## config.mk

```make
export PLATFORM = sky130hd
export DESIGN_NAME = vba_front
export DESIGN_NICKNAME = d
export VERILOG_FILES = /design/src/rtl/vba_pkg.sv /design/src/rtl/vba_front.sv
export SDC_FILE = /design/constraint.sdc
export NUM_CORES = 1
export LEC_CHECK = 0
export ABC_AREA = 1
export BUFFER_PORTS_ARGS = -buffer_cell sky130_fd_sc_hd__buf_2
export CAP_MARGIN = 15
export CORE_MARGIN = 4
export CORE_UTILIZATION = 35
export CTS_CLUSTER_SIZE = 28
export DETAILED_ROUTE_END_ITERATION = 16
export HOLD_SLACK_MARGIN = 0.03
export PLACE_DENSITY = 0.63
export SETUP_SLACK_MARGIN = 0.4
export SLEW_MARGIN = 10
export SYNTH_ARGS = -nofsm -noshare
export SYNTH_HDL_FRONTEND = slang
export SYNTH_SLANG_ARGS = --single-unit
```

## constraint.sdc

```tcl
create_clock -name clk_i -period 2.6 [get_ports clk_i]
set_input_delay 0.26 -clock clk_i [delete_from_list [all_inputs] [get_ports clk_i]]
set_output_delay 0.26 -clock clk_i [all_outputs]
set_load 0.1 [all_outputs]
```

## src/rtl/vba_pkg.sv

```systemverilog
package vba_pkg;

  // Volume limits and number format.
  localparam int MAX_X     = 128;
  localparam int MAX_Y     = 128;
  localparam int MAX_Z     = 128;
  localparam int FRAC_BITS = 8;

  localparam int VAL_W     = FRAC_BITS + 1;
  localparam int COORD_W   = 7;
  localparam int SIZE_W    = 8;
  localparam int CFG_IDX_W = 2;

  // Row and plane buffers.
  localparam int ROW_AW      = $clog2(MAX_X);
  localparam int PLANE_DEPTH = MAX_X * MAX_Y;
  localparam int PLANE_AW    = $clog2(PLANE_DEPTH);

  // Adder widths: two sums of four samples, then the full sum of eight.
  localparam int HALF_W = VAL_W + 2;
  localparam int SUM_W  = VAL_W + 3;

  // Result buffer in the back end.
  localparam int OUT_DEPTH = 8;
  localparam int OUT_AW    = $clog2(OUT_DEPTH);
  localparam int OUT_CW    = $clog2(OUT_DEPTH + 1);

  // Item queue between front and back end.
  localparam int Q_DEPTH = 2;
  localparam int Q_AW    = $clog2(Q_DEPTH);
  localparam int Q_CW    = $clog2(Q_DEPTH + 1);

  localparam logic [SIZE_W-1:0] SIZE_RESET = SIZE_W'(128);

  // Register indexes of the configuration port.
  localparam logic [CFG_IDX_W-1:0] REG_SIZE_X = CFG_IDX_W'(0);
  localparam logic [CFG_IDX_W-1:0] REG_SIZE_Y = CFG_IDX_W'(1);
  localparam logic [CFG_IDX_W-1:0] REG_SIZE_Z = CFG_IDX_W'(2);

  // One classified voxel on its way from the front end to the back end.
  typedef struct packed {
    logic [VAL_W-1:0]    sample;
    logic [COORD_W-1:0]  x;
    logic [COORD_W-1:0]  y;
    logic [COORD_W-1:0]  z;
    logic                has_mean;
    logic                has_pass;
    logic                up_ok;
    logic [PLANE_AW-1:0] here_addr;
    logic [PLANE_AW-1:0] up_addr;
    logic [PLANE_AW-1:0] wr_addr;
  } item_t;

  // Queue status seen by the front end and the back end.
  typedef struct packed {
    logic full;
    logic not_empty;
  } q_stat_t;

  // One voxel's results waiting for the output port.
  typedef struct packed {
    logic [VAL_W-1:0]   mean;
    logic [VAL_W-1:0]   sample;
    logic [COORD_W-1:0] x;
    logic [COORD_W-1:0] y;
    logic [COORD_W-1:0] z;
    logic               has_mean;
    logic               has_pass;
  } out_ent_t;

  // Last valid index along an axis; zero acts as one, large values clamp.
  function automatic logic [COORD_W-1:0] last_index(input logic [SIZE_W-1:0] v,
                                                    input logic [SIZE_W-1:0] maxv);
    logic [SIZE_W-1:0] e;
    if (v == '0) begin
      e = SIZE_W'(1);
    end else if (v > maxv) begin
      e = maxv;
    end else begin
      e = v;
    end
    return COORD_W'(e - SIZE_W'(1));
  endfunction

  // Linear address of (x, y) in the plane buffer.
  function automatic logic [PLANE_AW-1:0] plane_addr(input logic [COORD_W-1:0] y,
                                                     input logic [COORD_W-1:0] x);
    return PLANE_AW'(y) * PLANE_AW'(MAX_X) + PLANE_AW'(x);
  endfunction

endpackage

```

## src/rtl/vba_front.sv

```systemverilog
module vba_front (
  input  logic                           clk_i,
  input  logic                           rst_ni,
  input  logic                           in_valid_i,
  output logic                           in_stall_o,
  input  logic [vba_pkg::VAL_W-1:0]      sample_i,
  input  logic                           cfg_valid_i,
  output logic                           cfg_ready_o,
  input  logic [vba_pkg::CFG_IDX_W-1:0]  cfg_index_i,
  input  logic [vba_pkg::SIZE_W-1:0]     cfg_data_i,
  input  vba_pkg::q_stat_t               q_stat_i,
  output logic                           q_push_o,
  output vba_pkg::item_t                 q_item_o
);
  import vba_pkg::*;

  logic [SIZE_W-1:0]  sx_q, sx_d, sy_q, sy_d, sz_q, sz_d;
  logic [COORD_W-1:0] px_q, px_d, py_q, py_d, pz_q, pz_d;
  logic [COORD_W-1:0] lim_x, lim_y, lim_z;
  logic               restart;
  logic               accept;

  // Configuration writes are always taken.
  assign cfg_ready_o = 1'b1;

  assign in_stall_o = q_stat_i.full;
  assign accept     = in_valid_i && !q_stat_i.full;

  assign lim_x = last_index(sx_q, SIZE_W'(MAX_X));
  assign lim_y = last_index(sy_q, SIZE_W'(MAX_Y));
  assign lim_z = last_index(sz_q, SIZE_W'(MAX_Z));

  // Size registers; any write to one of them restarts the scan.
  always_comb begin
    sx_d    = sx_q;
    sy_d    = sy_q;
    sz_d    = sz_q;
    restart = 1'b0;
    if (cfg_valid_i) begin
      unique case (cfg_index_i)
        REG_SIZE_X: begin
          sx_d    = cfg_data_i;
          restart = 1'b1;
        end
        REG_SIZE_Y: begin
          sy_d    = cfg_data_i;
          restart = 1'b1;
        end
        REG_SIZE_Z: begin
          sz_d    = cfg_data_i;
          restart = 1'b1;
        end
        default: ;
      endcase
    end
  end

  // Raster position: x fastest, then y, then z, wrapping at the volume end.
  always_comb begin
    px_d = px_q;
    py_d = py_q;
    pz_d = pz_q;
    if (restart) begin
      px_d = '0;
      py_d = '0;
      pz_d = '0;
    end else if (accept) begin
      if (px_q == lim_x) begin
        px_d = '0;
        if (py_q == lim_y) begin
          py_d = '0;
          pz_d = (pz_q == lim_z) ? '0 : pz_q + COORD_W'(1);
        end else begin
          py_d = py_q + COORD_W'(1);
        end
      end else begin
        px_d = px_q + COORD_W'(1);
      end
    end
  end

  always_ff @(posedge clk_i or negedge rst_ni) begin
    if (!rst_ni) begin
      sx_q <= SIZE_RESET;
      sy_q <= SIZE_RESET;
      sz_q <= SIZE_RESET;
      px_q <= '0;
      py_q <= '0;
      pz_q <= '0;
    end else begin
      sx_q <= sx_d;
      sy_q <= sy_d;
      sz_q <= sz_d;
      px_q <= px_d;
      py_q <= py_d;
      pz_q <= pz_d;
    end
  end

  // Classify the beat and work out its buffer addresses.
  always_comb begin
    q_item_o.sample    = sample_i;
    q_item_o.x         = px_q;
    q_item_o.y         = py_q;
    q_item_o.z         = pz_q;
    q_item_o.has_mean  = (px_q != '0) && (py_q != '0) && (pz_q != '0);
    q_item_o.has_pass  = (px_q == lim_x) || (py_q == lim_y) || (pz_q == lim_z);
    q_item_o.up_ok     = (py_q != '0);
    q_item_o.here_addr = plane_addr(py_q, px_q);
    q_item_o.up_addr   = plane_addr(py_q - COORD_W'(1), px_q);
    q_item_o.wr_addr   = (py_q != '0) ? plane_addr(py_q - COORD_W'(1), px_q)
                                      : plane_addr(lim_y, px_q);
  end

  assign q_push_o = accept;

endmodule

```

==> results.md <==
Worst setup path:
- The kind of start point of the critical path is a register.
- The worst register-to-register path begins at sy_q[0]$_DFFE_PN0P_.
- The most critical setup path has its startpoint at sz_q[3]$_DFFE_PN0P_.
- Data arrives at the worst endpoint at around 2.5 ns.
- In this design, the stage delay of the slowest critical-path cell is ~0.43 ns.
- The critical path goes through nor2_1, nand2_2, o21bai_2, nand2_1, ha_1, xor2_1, nand2_1, nor2_1, nand2_1, nor2_1, nand3_2, nand3_4, buf_12.
- The worst-path maximum fanout is 3.
- The library cell contributing the largest single delay on the critical path is sky130_fd_sc_hd__dfrtp_2.
- STA classifies the critical path endpoint as an output pin.
- The worst path required time is roughly 2.3 ns.
- The classification of the worst setup path is register to output pin.

Job:
- Across the run, the number of max-cap violations was 0.

Timing:
- The number of pins exceeding their max-slew limit in the final report is 0.
- The share of the clock period used by the worst path is 1.05.
- The achievable frequency is 368 MHz.
- Setup repair after global routing could not meet its margin everywhere.
- The clock arrives with ~0.012 ns of skew.
- The normalized max-slew margin is 0.661.
- At the pin with the least slew margin, the transition time is 0.502 ns.
- The number of endpoints with negative hold slack in the final report is 0.
- In the post-route analysis, the smallest setup slack over all paths is -0.118 ns.
- The tightest hold margin is roughly 0.26 ns.
- The minimum clock period is roughly 2.7 ns.
- The final setup violation count is 2.

Synth:
- The area fraction in compound gates after synthesis is 0.0848.
- In the synthesized netlist, the cells that appear most often are sky130_fd_sc_hd__nand2_1 (139), sky130_fd_sc_hd__inv_1 (48), sky130_fd_sc_hd__nand3_1 (45).
- Synthesis inferred between 40 and 50 register bits.
- The most instantiated flip-flop cell in the synthesis netlist is sky130_fd_sc_hd__dfrtp_1.
- The unique cell type count in the Yosys netlist is 35.
- The mapped cell area is around 3500 um2.
- Synthesis handed over a netlist of 505 instances.
- After synthesis, the mean cell area works out to about 7 um2.
- By area, the combinational part of the netlist is dominated by simple AND/OR/NAND/NOR gates.
- sky130_fd_sc_hd__nand2_1 is the most common cell in the netlist.
- The number of warnings reported in the yosys synthesis log is 0.
- The proportion of register bits with asynchronous set or reset after synthesis is 1.00.
- Of the total synthesized cell area, the portion taken by AND, OR, NAND and NOR gates is 0.334.
- The number of nets handed over by synthesis was about 540.
- Yosys mapped a number of flops with a built-in enable equal to 0.
- Ranked by total cell area, the synthesized netlist is headed by sky130_fd_sc_hd__dfrtp_1 (30%), sky130_fd_sc_hd__nand2_1 (15%), sky130_fd_sc_hd__buf_4 (8.7%).
- The multiplexer share of the synthesized area is 0.
- The share of Yosys cell area claimed by the top area cell type is 0.297.
- The biggest area consumer among synthesized cells is sky130_fd_sc_hd__dfrtp_1.
- The XOR/XNOR share of the synthesized area is 0.0767.
- The sequential cell area fraction in the yosys report is 0.319.
- Of the total synthesized cell area, the portion taken by full adders, half adders and majority gates is 0.0318.

Routing:
- After detailed routing, the number of vias per cell comes to ~4.8.
- For this run, design rule violations remaining after detail routing come to 0.
- For this block, the initial DRC count from the detailed router was 132.
- The number of nets still failing antenna checks after routing is 0.
- The first detailed-routing pass took 4 iterations.
- The average wire per standard cell is 13.3 um.
- The detailed-route wire length is between 10000 and 15000 um.
- Across all layers, the routed design uses 3615 vias.

Run status:
- The run finished, with violations left.
- The checks that failed: negative setup slack.

Clock network:
- After clock tree synthesis, the clock-pin slew on the worst setup and hold paths is about 0.08 ns.
- In this run the clock root is driven by a sky130_fd_sc_hd__clkbuf_8.
- The clock passes through at most 2 buffers.
- For this design, the sink count on the clock tree is 45.
- The H-tree was split into 2 levels.
- The clock latency of the later-clocked register in the worst-skew pair is ~0.31 ns.
- TritonCTS built the clock tree.
- The number of clock buffers inserted by TritonCTS is 5.

Place:
- The half-perimeter wire length after detailed placement is between 7000 and 8000 um.
- Counting tap cells, the placed design contains a total of 692 instances.
- The final RePlAce weighted congestion is 0.827.
- At the placement stage, the worst setup path has a slack of slightly above 0.09 ns.
- The placed instances occupy a cell area of between 4000 and 5000 um2.
- The count of buffers added on input and output ports is 82.

Layout:
- The final instance area is roughly 5200 um2.
- 0 antenna diodes ended up in the layout.
- Of the cells placed in the final design, the portion with a size suffix greater than 1 is 0.415.
- The number of nets in the final layout is between 600 and 700.
- After filler insertion, the fill cell instance count of the layout stands at slightly above 900.
- The layout overhead on the synthesized area is 47.9%.
- Leaving out filler cells and counting taps, the final layout contains around 750.

Pwr:
- The total power per unit cell area is approximately 1100 nW/um2.
- The leakage power is ~2.7 nW.
- The maximum vdd ir drop is 0.907 mV.
- The power consumption is around 5.7 mW.

Die:
- For this design the top-level I/O count stands at between 100 and 150.
- For this configuration, the core starts out at a cell density of 0.361.
- The core region is a little under 10000 um2.
- The die is between 100 and 150 um tall.
- The die area is 11800 um2.
- The number of standard-cell rows in the floorplan is 36.
- The die is 109 um wide.

GRT:
- The total overflow left after global routing is 0.
- The first-pass GRT wire length is 16200 um.
- The initial antenna violation count is 0.
- Entering global routing, the biggest net connects 20 pins.
- In the global route stage, overall resource usage came out at 0.171.
- The via count of the first global-routing pass is between 3000 and 4000.

Min path:
- The launch instance of the worst min-delay path is cfg_data_i[7].
- The path class of the tightest hold or removal check is input port to register.
[state kept, by name, summed over array words and instances (netlist names)]
signal  flops
pz_q        7
sx_q        8
py_q        7
sz_q        8
sy_q        8
px_q        7
[metal layers]
metal | routed length [um] | global-route usage
met1 | 4250 | 0.226
met2 | 4990 | 0.289
met3 | 683 | 0.0275
met4 | 113 | 0.0478
met5 | 0 | 0
[cell type report]
cell class	count	area, um2	share of cell area
Inverter	52	209	0.0399
Multi-Input combinational cell	359	2330	0.445
Clock inverter	1	5.00	0.000956
Sequential cell	45	1140	0.218
Clock buffer	7	96.3	0.0184
Timing Repair Buffer	157	1290	0.247
Tap cell	133	166	0.0318
[kinds of logic (layout without fill, tap and decap cells)]
family	Yosys count	count (layout)
compound gates	51	51
xor+xnor	31	31
fa+ha+maj	9	9
buf+inv	101	217
flops	45	45
other cells	1	1
simple gates	267	267
[final timing paths]
| kind | slack [ns] | end | cells past startpoint |
|---|---|---|---|
| min in group asynchronous | 0.43 | pz_q[4]$_DFFE_PN0P_ | 2 |
| min | 0.26 | sz_q[7]$_DFFE_PN1P_ | 3 |
| max in group asynchronous | 1.56 | sy_q[7]$_DFFE_PN1P_ | 3 |
| max | -0.12 | q_item_o[43] | 13 |
| max reg2reg | 0.06 | pz_q[0]$_DFFE_PN0P_ | 19 |
| min reg2reg | 0.51 | sy_q[6]$_DFFE_PN0P_ | 2 |
[worst max-delay path: cells and delay by family (launching register included)]
family	cells	cell delay, ns
buffers and inverters	1	0.17
adder cells (fa/ha/maj)	1	0.31
AO/OA/AOI/OAI	1	0.18
AND/OR/NAND/NOR	9	0.89
flip-flops	1	0.43
XOR/XNOR	1	0.16
[power breakdown]
part	switching (mW)	leakage (nW)	total, mW	internal (mW)
Sequential	0.111	0.570	0.918	0.807
Clock	0.247	0.0542	0.488	0.241
Combinational	2.84	2.04	4.32	1.48
Total	3.20	2.67	5.72	2.52
[layout by cell type (no fill, tap or decap), types with 9 or more instances in the layout]
| master | count |
|---|---|
| sky130_fd_sc_hd__nand4_1 | 16 |
| sky130_fd_sc_hd__buf_12 | 13 |
| sky130_fd_sc_hd__buf_6 | 18 |
| sky130_fd_sc_hd__o21ai_0 | 32 |
| sky130_fd_sc_hd__nor2_1 | 30 |
| sky130_fd_sc_hd__buf_2 | 67 |
| sky130_fd_sc_hd__nand2_2 | 15 |
| sky130_fd_sc_hd__nand3_1 | 38 |
| sky130_fd_sc_hd__buf_4 | 53 |
| sky130_fd_sc_hd__dfrtp_1 | 36 |
| sky130_fd_sc_hd__inv_1 | 42 |
| sky130_fd_sc_hd__nand2_4 | 9 |
| sky130_fd_sc_hd__nand2_1 | 118 |
| sky130_fd_sc_hd__xor2_1 | 21 |
[per-stage QoR]
stage / utilization / TNS [ns]
global placement: 0.439 / 0
finish: 0.533 / -0.122
CTS: 0.499 / -0.0892
global route: 0.533 / -1.27
floorplan: - / -7.64
detailed placement: 0.439 / 0
[what timing repair did]
item                                    4_1_cts  5_1_grt
hold endpoints to repair                     16        0
endpoints found under the setup margin       31       32
pin swaps                                    21       25
cloned                                        2        0
hold buffers                                  1        0
buffers inserted                             29       22
gates resized for setup                      54       47
(Power assumes the default switching activity.)
