`src/rtl/vba_pkg.sv`:
```
package vba_pkg;

  // Volume limits and number format.
  localparam int MAX_X     = 128;
  localparam int MAX_Y     = 128;
  localparam int MAX_Z     = 128;
  localparam int FRAC_BITS = 8;

  localparam int VAL_W     = FRAC_BITS + 1;
  localparam int COORD_W   = 7;
  localparam int SIZE_W    = 8;
  localparam int CFG_IDX_W = 2;

  // Row and plane buffers.
  localparam int ROW_AW      = $clog2(MAX_X);
  localparam int PLANE_DEPTH = MAX_X * MAX_Y;
  localparam int PLANE_AW    = $clog2(PLANE_DEPTH);

  // Adder widths: two sums of four samples, then the full sum of eight.
  localparam int HALF_W = VAL_W + 2;
  localparam int SUM_W  = VAL_W + 3;

  // Result buffer in the back end.
  localparam int OUT_DEPTH = 8;
  localparam int OUT_AW    = $clog2(OUT_DEPTH);
  localparam int OUT_CW    = $clog2(OUT_DEPTH + 1);

  // Item queue between front and back end.
  localparam int Q_DEPTH = 2;
  localparam int Q_AW    = $clog2(Q_DEPTH);
  localparam int Q_CW    = $clog2(Q_DEPTH + 1);

  localparam logic [SIZE_W-1:0] SIZE_RESET = SIZE_W'(128);

  // Register indexes of the configuration port.
  localparam logic [CFG_IDX_W-1:0] REG_SIZE_X = CFG_IDX_W'(0);
  localparam logic [CFG_IDX_W-1:0] REG_SIZE_Y = CFG_IDX_W'(1);
  localparam logic [CFG_IDX_W-1:0] REG_SIZE_Z = CFG_IDX_W'(2);

  // One classified voxel on its way from the front end to the back end.
  typedef struct packed {
    logic [VAL_W-1:0]    sample;
    logic [COORD_W-1:0]  x;
    logic [COORD_W-1:0]  y;
    logic [COORD_W-1:0]  z;
    logic                has_mean;
    logic                has_pass;
    logic                up_ok;
    logic [PLANE_AW-1:0] here_addr;
    logic [PLANE_AW-1:0] up_addr;
    logic [PLANE_AW-1:0] wr_addr;
  } item_t;

  // Queue status seen by the front end and the back end.
  typedef struct packed {
    logic full;
    logic not_empty;
  } q_stat_t;

  // One voxel's results waiting for the output port.
  typedef struct packed {
    logic [VAL_W-1:0]   mean;
    logic [VAL_W-1:0]   sample;
    logic [COORD_W-1:0] x;
    logic [COORD_W-1:0] y;
    logic [COORD_W-1:0] z;
    logic               has_mean;
    logic               has_pass;
  } out_ent_t;

  // Last valid index along an axis; zero acts as one, large values clamp.
  function automatic logic [COORD_W-1:0] last_index(input logic [SIZE_W-1:0] v,
                                                    input logic [SIZE_W-1:0] maxv);
    logic [SIZE_W-1:0] e;
    if (v == '0) begin
      e = SIZE_W'(1);
    end else if (v > maxv) begin
      e = maxv;
    end else begin
      e = v;
    end
    return COORD_W'(e - SIZE_W'(1));
  endfunction

  // Linear address of (x, y) in the plane buffer.
  function automatic logic [PLANE_AW-1:0] plane_addr(input logic [COORD_W-1:0] y,
                                                     input logic [COORD_W-1:0] x);
    return PLANE_AW'(y) * PLANE_AW'(MAX_X) + PLANE_AW'(x);
  endfunction

endpackage

```
`src/rtl/vba_queue.sv`:
```
module vba_queue (
  input  logic             clk_i,
  input  logic             rst_ni,
  input  logic             push_i,
  input  vba_pkg::item_t   item_i,
  input  logic             pop_i,
  output vba_pkg::item_t   item_o,
  output vba_pkg::q_stat_t stat_o
);
  import vba_pkg::*;

  item_t            ent_q [Q_DEPTH];
  logic [Q_AW-1:0]  wr_q, rd_q;
  logic [Q_CW-1:0]  cnt_q;

  assign stat_o.full      = (cnt_q == Q_CW'(Q_DEPTH));
  assign stat_o.not_empty = (cnt_q != '0);
  assign item_o           = ent_q[rd_q];

  // Pointers and fill count.
  always_ff @(posedge clk_i or negedge rst_ni) begin
    if (!rst_ni) begin
      wr_q  <= '0;
      rd_q  <= '0;
      cnt_q <= '0;
    end else begin
      if (push_i) begin
        wr_q <= (wr_q == Q_AW'(Q_DEPTH - 1)) ? '0 : wr_q + Q_AW'(1);
      end
      if (pop_i) begin
        rd_q <= (rd_q == Q_AW'(Q_DEPTH - 1)) ? '0 : rd_q + Q_AW'(1);
      end
      cnt_q <= cnt_q + Q_CW'(push_i) - Q_CW'(pop_i);
    end
  end

  // Entry storage.
  always_ff @(posedge clk_i) begin
    if (push_i) begin
      ent_q[wr_q] <= item_i;
    end
  end

endmodule

```
`config.mk`:
```
export PLATFORM = sky130hd
export DESIGN_NAME = vba_queue
export DESIGN_NICKNAME = d
export VERILOG_FILES = /design/src/rtl/vba_pkg.sv /design/src/rtl/vba_queue.sv
export SDC_FILE = /design/constraint.sdc
export NUM_CORES = 1
export LEC_CHECK = 0
export ABC_CLOCK_PERIOD_IN_PS = 6700
export BUFFER_PORTS_ARGS = -buffer_cell sky130_fd_sc_hd__buf_4
export CORE_ASPECT_RATIO = 1.5
export CORE_MARGIN = 4
export CORE_UTILIZATION = 56
export DETAILED_ROUTE_END_ITERATION = 10
export GPL_TIMING_DRIVEN = 0
export PLACE_DENSITY = 0.84
export SLEW_MARGIN = 20
export SYNTH_ARGS = -nofsm -noshare
export SYNTH_HDL_FRONTEND = slang
export SYNTH_SLANG_ARGS = --single-unit
```
`constraint.sdc`:
```
create_clock -name clk_i -period 6.7 [get_ports clk_i]
set_input_delay 0.335 -clock clk_i [delete_from_list [all_inputs] [get_ports clk_i]]
set_output_delay 0.335 -clock clk_i [all_outputs]
set_load 0.05 [all_outputs]
```
==> metrics.txt, run 1 <==
outcome=completed; met3 Usage GRT=between 5 and 6%; Yosys cell types=14; Post-DP HPWL=7380 um; core area=10,100 um2; Layout Skew=0.00450 ns; PwrDens=514 nW/um2; startpoint type of the worst setup path=flop; IO Port Bufs=about 160; #FFs+latches synth=roughly 150; Seq/Total Area, Yosys=79.9%; Worst Setup End Kind=primary output; most common cell after layout, fill and taps aside=buf_4; Post-Syn Area=5770 um2; die height=roughly 130 um; met1 usage=18.7%; Avg Vias per Cell=~5.1; clk sinks=154; setup TNS=0 ns; hold crit path type=in -> reg; final wirelength=roughly 11,000 um; initial antenna violation count=0; Fmax achieved=480 MHz; NumNets Final=508; final slew viol count=0; Max clock buf depth=2; Worst EP arrival=1.75 ns; Worst-Margin Slew=0.542 ns; H-tree depth=4; Cell Int Power=between 0.002 and 0.003 W; gr usage total=18.4%; hold path start=item_i[14]; clock slew at the register clock pins of the worst setup and hold paths=approximately 0.060 ns; Cells after Synth=248; DR vias=2,864; first-pass GRT wire length=16,400 um; reg2reg end=ent_q[0][39]$_DFFE_PP_; Mapped Avg Cell Area=roughly 23 um2; final setup vio count=0; leakage power total=3.10 nW; vias in the first global route=about 3,100; met2 Use GR=33.8%; GPL Wtd Cong=0.725; Clock Power Share=between 20% and 30%; Synth area leader=edfxtp_1; initial DRC count=132; worst hold endpoint=ent_q[1][14]$_DFFE_PP_; Mapped Nets=329; Slew HR=63.8%; busiest grt layer=met2; fin crit share=between 30% and 40%; WL/cell=19.2 um; # diodes=0; yosys warns=0; Place WS=around 5.0 ns; fin worst setup slack=4.62 ns; area of the die=12,000 um2; crit-path max FO=10; chip width=90.8 um; Area growth syn-to-layout=35.3%; commonest non-fill, non-tap cells in the layout=buf_4 (156), edfxtp_1 (150), mux2_4 (40), mux2_2 (35), clkbuf_16 (17); final hold vios=0; TritonCTS clock tree=yes; crit path kind=reg -> out; Seq pwr share=33.1%; DRC viols=0; post-route ant nets=0; sw power=roughly 0.0015 W; CTS root buf=clkbuf_16; Sw Ratio=between 30% and 40%; RR Startpoint=wr_q$_DFFE_PN0P_; Hold WS=0.109 ns; DRT Pass-1 Iters=4; synth top area cells=edfxtp_1 (78%), mux2_4 (10%), mux2_2 (6.8%); flop-to-flop setup slack=5.08 ns; Yosys top cell area share=78.1%; unrepaired setup endpoints after global routing=no; Comb power frac=42.7%; pin count of the biggest net entering global routing=39; Core Rows=45; Worst-Skew Late Latency=about 0.41 ns; layout cell share with drive strength beyond 1=about 62%; CTS Buf Count=17; worst vdd ir=0.338 mV; grt total ovfl=0; fin crit period=2.08 ns; Top Ports=between 150 and 200; Max-cap violations=0; hold depth=1; Starting Density=57.2%; # fillers=593; Reg2Reg Depth=3; WP data required=6.36 ns
==> final cells by class <==
type | instances | area, um2 | area share [%]
Clock inverter | 13 | 175 | 2.25
Tap cell | 117 | 146 | 1.88
Sequential cell | 154 | 4600 | 59.0
Timing Repair Buffer | 160 | 1270 | 16.3
Clock buffer | 19 | 433 | 5.55
Multi-Input combinational cell | 84 | 1100 | 14.1
Inverter | 2 | 7.51 | 0.0963
Buffer | 8 | 67.6 | 0.866
==> stage by stage <==
| step | cells | total power [W] | utilization [%] | instance area [um2] |
|---|---|---|---|---|
| after floorplan | 248 | 0.00260 | - | 5770 |
| after global placement | 520 | 0.00303 | 70.2 | 7080 |
| after detailed placement | 524 | 0.00308 | 71.2 | 7180 |
| after CTS | 557 | 0.00406 | 77.4 | 7800 |
| after global routing | 557 | 0.00416 | 77.4 | 7800 |
| final | 557 | 0.00401 | 77.4 | 7800 |
==> worst max-delay path by stage <==
| stage | start | to | cells after the start |
|---|---|---|---|
| 2_1_floorplan | wr_q$_DFFE_PN0P_ | ent_q[0][0]$_DFFE_PP_ | 1 |
| 3_3_place_gp | push_i | ent_q[0][42]$_DFFE_PP_ | 2 |
| 3_5_place_dp | push_i | ent_q[0][38]$_DFFE_PP_ | 4 |
| 4_1_cts | rd_q$_DFFE_PN0P_ | item_o[24] | 4 |
| 5_1_grt | rd_q$_DFFE_PN0P_ | item_o[27] | 4 |
| 6_report | rd_q$_DFFE_PN0P_ | item_o[27] | 4 |
==> per-layer routing <==
layer  vias up  wire length [um]
met1      1407              3760
met4         0               223
met3        16               601
met5         -                 0
li1       1341                 -
met2       100              6130
==> kinds of logic (layout without fill, tap and decap cells) <==
kind of cell | count (synthesis) | in the layout | share of synthesized area, %
buffers and inverters | 10 | 202 | 1.30
xor gates and xnor gates | 3 | 3 | 0.716
and+or+nand+nor | 4 | 4 | 0.434
muxes | 75 | 75 | 17.3
DFF | 154 | 154 | 79.9
adders and majority gates | 2 | 2 | 0.434
==> synthesized netlist by cell type <==
| master | count |
|---|---|
| ha_1 | 2 |
| buf_2 | 3 |
| nor2b_1 | 2 |
| and2_1 | 1 |
| xor2_1 | 2 |
| mux2_4 | 40 |
| mux2_2 | 35 |
| or2_2 | 1 |
| edfxtp_1 | 150 |
| dfrtp_1 | 4 |
| buf_6 | 4 |
| inv_1 | 2 |
| buf_4 | 1 |
| xor3_1 | 1 |
==> critical path, stage by stage, from the launching register on <==
cell	delay [ns]
dfrtp_1	0.38
buf_4	0.23
buf_6	0.21
mux2_4	0.33
buf_4	0.19
==> power by group through the flow <==
stage          logic (W)  registers [W]  clock network, W
2_1_floorplan    0.00125        0.00135                 0
5_1_grt          0.00178        0.00134           0.00103
6_report         0.00171        0.00133          0.000967
3_5_place_dp     0.00173        0.00135                 0
3_3_place_gp     0.00167        0.00136                 0
4_1_cts          0.00174        0.00133          0.000986
==> what timing repair did <==
item                                   in CTS  in global routing
setup buffers                               0                  0
endpoints found under the hold margin       4                  0
resized for setup                           0                  0
hold buffers                                1                  0
==> registers in the layout (all words and copies together), names as in the netlist <==
name,flops
rd_q,1
ent_q,150
wr_q,1
cnt_q,2
No activity file was read; power rests on OpenSTA's default activity.
==> inputs of run 2 (changes only) <==
--- a/config.mk
+++ b/config.mk
@@ -5,14 +5,14 @@
 export SDC_FILE = /design/constraint.sdc
 export NUM_CORES = 1
 export LEC_CHECK = 0
-export ABC_CLOCK_PERIOD_IN_PS = 6700
+export ABC_CLOCK_PERIOD_IN_PS = 1810
 export BUFFER_PORTS_ARGS = -buffer_cell sky130_fd_sc_hd__buf_4
 export CORE_ASPECT_RATIO = 1.5
 export CORE_MARGIN = 4
-export CORE_UTILIZATION = 56
+export CORE_UTILIZATION = 47
 export DETAILED_ROUTE_END_ITERATION = 10
 export GPL_TIMING_DRIVEN = 0
-export PLACE_DENSITY = 0.84
+export PLACE_DENSITY = 0.76
 export SLEW_MARGIN = 20
 export SYNTH_ARGS = -nofsm -noshare
 export SYNTH_HDL_FRONTEND = slang
==> constraint.sdc (replaced) <==
create_clock -name clk_i -period 1.81 [get_ports clk_i]
set_input_delay 0.0905 -clock clk_i [delete_from_list [all_inputs] [get_ports clk_i]]
set_output_delay 0.0905 -clock clk_i [all_outputs]
set_load 0.05 [all_outputs]
==> metrics.txt, run 2 (same netlist as run 1, synthesis figures left out) <==
outcome=completed; RR Startpoint=wr_q$_DFFE_PN0P_; reg2reg end=ent_q[1][65]$_DFFE_PP_; Post-DP HPWL=between 7000 and 8000 um; layout cell share with drive strength beyond 1=53.4%; CP startpoint=rd_q$_DFFE_PN0P_; clock slew at the register clock pins of the worst setup and hold paths=0.06 ns; unrepaired setup endpoints after global routing=no; worst vdd ir=1.21 mV; crit path kind=reg -> out; CTS Buf Count=17; fin crit period=1.75 ns; first-pass GRT wire length=17,700 um; final core utilization=72.3%; area of the die=14,100 um2; Largest regs=ent_q x150, cnt_q x2; flop-to-flop setup slack=roughly 0.19 ns; PwrDens=roughly 1700 nW/um2; final wirelength=11,500 um; hold crit path type=in -> reg; IO Port Bufs=155; Slew HR=between 60% and 70%; Layout Cells excl Fill=674; commonest non-fill, non-tap cells in the layout=buf_4 (156), edfxtp_1 (150), dlygate4sd3_1 (80), mux2_4 (40), mux2_2 (35); crit-path max FO=10; Area growth syn-to-layout=50.8%; grt total ovfl=0; worst path cell trace=buf_12, buf_8, mux2_4, buf_4; final slew viol count=0; startpoint type of the worst setup path=flop; NumNets Final=around 590; Top Ports=156; DRT Pass-1 Iters=4; max FFs per register=150; Worst-Skew Late Latency=0.40 ns; Core Rows=49; DRC viols=0; most common cell after layout, fill and taps aside=buf_4; fin crit share=approximately 97%; chip width=just under 100 um; pin count of the biggest net entering global routing=~40; initial DRC count=96; Worst EP arrival=1.66 ns; core area=12,000 um2; initial antenna violation count=0; WL/cell=17.1 um; post-route ant nets=0; Max-cap violations=0; # diodes=0; final hold vios=0; placed cells=560; Worst Setup End Kind=primary output; Avg Vias per Cell=4.74; final instance area=8690 um2; Worst-Margin Slew=0.596 ns; vias in the first global route=between 3,000 and 4,000; gr usage total=16.5%; CTS root buf=clkbuf_16; Place WS=roughly 0.047 ns; clk sinks=approximately 150; Worst Setup EP=item_o[26]; Crit-path slowest cell=dfrtp_2; Fmax achieved=roughly 570 MHz; DR vias=3,197; Max clock buf depth=2; Most flops, register=ent_q; TritonCTS clock tree=yes; Cell Area, Placed=7230 um2; leakage power total=3.46 nW; final setup vio count=0; Layout Skew=0.00652 ns; hold depth=2; die height=144 um; Worst path max stage delay=between 0.4 and 0.5 ns; Reg2Reg Depth=2; Starting Density=between 40% and 50%; fin worst setup slack=a little over 0.06 ns; GPL Wtd Cong=roughly 0.69; H-tree depth=4; WP data required=1.72 ns
run 2: critical path: cells and delay by family (launching register included):
kind,cells,cell delay (ns)
mux,1,0.30
buf+inv,3,0.50
flops,1,0.44
run 2: layer usage:
layer | vias up | track usage, % | wire (um)
li1 | 1508 | - | -
met1 | 1582 | 16.9 | 4060
met5 | - | 0 | 0
met3 | 14 | 4.47 | 511
met4 | 0 | 6.83 | 217
met2 | 93 | 31.3 | 6710
run 2: final cells by class:
class                   count  area, um2
flip-flops and latches    154       4610
fillers                   738       3320
repair buffers            240       2080
multi-input cells          85       1100
clock buffers              19        433
well taps                 153        191
clock inverters            13        168
plain buffers               8        103
inverters                   2       7.51
run 2: how the worst min path moves through the flow:
| stage | slack (ns) | to | from |
|---|---|---|---|
| 5_1_grt | 0.40 | ent_q[0][35]$_DFFE_PP_ | item_i[35] |
| 2_1_floorplan | -0.21 | cnt_q[0]$_DFF_PN0_ | rst_ni |
| 3_5_place_dp | -0.11 | cnt_q[1]$_DFF_PN0_ | rst_ni |
| 4_1_cts | 0.39 | ent_q[1][10]$_DFFE_PP_ | item_i[10] |
| 6_report | 0.41 | ent_q[0][5]$_DFFE_PP_ | item_i[5] |
| 3_3_place_gp | -0.11 | cnt_q[0]$_DFF_PN0_ | rst_ni |
run 2: report_power, final:
group	total [W]	internal, W	switching, W	leakage, nW
clock network	0.00353	0.00218	0.00135	0.288
logic	0.00665	0.00256	0.00409	1.72
registers	0.00494	0.00473	0.000203	1.45
run 2: what timing repair did:
action | CTS | global route
endpoints found under the hold margin | 157 | 0
gates cloned | 0 | 1
hold buffers | 80 | 0
buffers inserted | 1 | 0
pin swaps | 0 | 0
resized for setup | 8 | 3
setup endpoints to repair | 40 | 82
run 2: through the flow:
stage	power (W)	setup TNS, ns	hold slack (ns)
final	0.0151	0	0.406
after global routing	0.0157	0	0.398
after CTS	0.0152	-0.0489	0.388
after detailed placement	0.0114	0	-0.109
after global placement	0.0112	-88.47	-0.112
after floorplan	0.00960	-11.21	-0.205
==> inputs of run 3 (changes only) <==
--- a/config.mk
+++ b/config.mk
@@ -5,14 +5,14 @@
 export SDC_FILE = /design/constraint.sdc
 export NUM_CORES = 1
 export LEC_CHECK = 0
-export ABC_CLOCK_PERIOD_IN_PS = 1810
+export ABC_CLOCK_PERIOD_IN_PS = 2100
 export BUFFER_PORTS_ARGS = -buffer_cell sky130_fd_sc_hd__buf_4
 export CORE_ASPECT_RATIO = 1.5
 export CORE_MARGIN = 4
-export CORE_UTILIZATION = 47
+export CORE_UTILIZATION = 56
 export DETAILED_ROUTE_END_ITERATION = 10
 export GPL_TIMING_DRIVEN = 0
-export PLACE_DENSITY = 0.76
+export PLACE_DENSITY = 0.84
 export SLEW_MARGIN = 20
 export SYNTH_ARGS = -nofsm -noshare
 export SYNTH_HDL_FRONTEND = slang
==> constraint.sdc (replaced) <==
create_clock -name clk_i -period 2.1 [get_ports clk_i]
set_input_delay 0.105 -clock clk_i [delete_from_list [all_inputs] [get_ports clk_i]]
set_output_delay 0.105 -clock clk_i [all_outputs]
set_load 0.05 [all_outputs]
==> metrics.txt, run 3 (same netlist as run 1, synthesis figures left out) <==
outcome=completed; Starting Density=57.2%; Layout Skew=a little over 0.007 ns; TritonCTS clock tree=yes; fin crit share=87.3%; GPL Wtd Cong=0.674; chip width=90.8 um; most used cell, CP=buf_4; Most flops, register=ent_q; Worst-Skew Late Latency=~0.4 ns; die height=~130 um; hold crit path type=in -> async; gr usage total=between 20% and 30%; crit-path max FO=10; Worst-Margin Slew=0.510 ns; Core Rows=45; setup TNS=0 ns; final core utilization=between 80% and 90%; initial DRC count=111; Largest regs=ent_q x150, cnt_q x2; final setup vio count=0; most common cell after layout, fill and taps aside=buf_4; worst vdd ir=0.908 mV; NumNets Final=585; Fmax achieved=545 MHz; unrepaired setup endpoints after global routing=no; clock slew at the register clock pins of the worst setup and hold paths=0.06 ns; CTS Buf Count=17; grt total ovfl=0; Avg Vias per Cell=5.08; WP data required=2.00 ns; commonest non-fill, non-tap cells in the layout=buf_4 (156), edfxtp_1 (150), dlygate4sd3_1 (78), mux2_4 (40), mux2_2 (35); CTS root buf=clkbuf_16; final hold vios=0; DRC viols=0; leakage power total=3.44 nW; first-pass GRT wire length=~19,000 um; cts hold-fix bufs=78; startpoint type of the worst setup path=flop; fin crit period=1.83 ns; final slew viol count=0; Area growth syn-to-layout=48.9%; Crit-path slowest cell=dfrtp_1; Worst path max stage delay=0.37 ns; max FFs per register=150; Worst Setup End Kind=primary output; initial antenna violation count=1; Max-cap violations=0; crit path kind=reg -> out; Place WS=0.529 ns; pin count of the biggest net entering global routing=between 40 and 50; Top Ports=156; layout cell share with drive strength beyond 1=53.1%; worst path cell trace=buf_4, buf_6, mux2_4, buf_4; vias in the first global route=3,658; WL/cell=between 15 and 20 um; Hold WS=roughly 0.041 ns; area of the die=12,000 um2; footprint of the multi-input gates=about 1100 um2; Post-DP HPWL=7260 um; Max clock buf depth=2; final wirelength=12,300 um; H-tree depth=4; core area=10,100 um2; DRT Pass-1 Iters=4; post-route ant nets=0; number of setup buffers added after CTS=0; clk sinks=154; PwrDens=1520 nW/um2; IO Port Bufs=155; fin worst setup slack=~0.27 ns; # fillers=434; Reg area=4600 um2; Slew HR=66.0%; post-CTS sizing=0; Worst EP arrival=~1.7 ns; DR vias=3,220
## run 3: cell count changes in the layout (fill, tap and decap cells not counted), sizes merged
cell	before	now
dlygate4sd3	80	78
clkinv	5	6
diode	0	1
buf	166	167
clkbuf	21	18
inv	5	2
bufinv	3	5
nor2b	3	2
## run 3: worst paths after layout
kind                                          end  slack [ns]        startpoint  cells past startpoint
min in group clk_i         ent_q[0][70]$_DFFE_PP_        0.42        item_i[70]                      2
min reg2reg                      wr_q$_DFFE_PN0P_        0.55  wr_q$_DFFE_PN0P_                      1
max reg2reg                ent_q[1][52]$_DFFE_PP_        0.54  wr_q$_DFFE_PN0P_                      2
max in group asynchronous        rd_q$_DFFE_PN0P_        1.96            rst_ni                      2
min                            cnt_q[1]$_DFF_PN0_        0.04            rst_ni                      2
max                                    item_o[17]        0.27  rd_q$_DFFE_PN0P_                      4
## run 3: where the power goes
part	internal, W	total (W)	switching (W)
Clock	0.00209	0.00321	0.00112
Combinational	0.00209	0.00563	0.00354
Sequential	0.00408	0.00425	0.000173
## run 3: cell type report
cell class | count | share of cell area, %
diodes | 1 | 0.0291
plain buffers | 8 | 0.787
clock buffers | 18 | 5.00
clock inverters | 13 | 2.35
inverters | 2 | 0.0874
multi-input cells | 84 | 12.8
flip-flops and latches | 154 | 53.6
well taps | 117 | 1.70
repair buffers | 237 | 23.7
## run 3: critical path, delay by kind of cell (launching register included)
kind / cells / cell delay [ns]
muxes: 1 / 0.33
DFF: 1 / 0.37
buffers and inverters: 3 / 0.61
## run 3: routing by layer
metal / global-route usage, % / part of all wire, % / vias to the layer above
met3: 4.85 / 5.0 / 27
met4: 11.1 / 2.9 / 0
met5: 0 / 0 / -
met2: 39.5 / 58 / 122
li1: - / - / 1492
met1: 21.3 / 34 / 1579
## run 3: through the flow
step	power (W)	instances	area, um2
detailed placement	0.00979	524	7170
floorplan	0.00827	248	5770
finish	0.0131	634	8590
global route	0.0135	634	8590
CTS	0.0131	633	8580
global placement	0.00961	520	7080
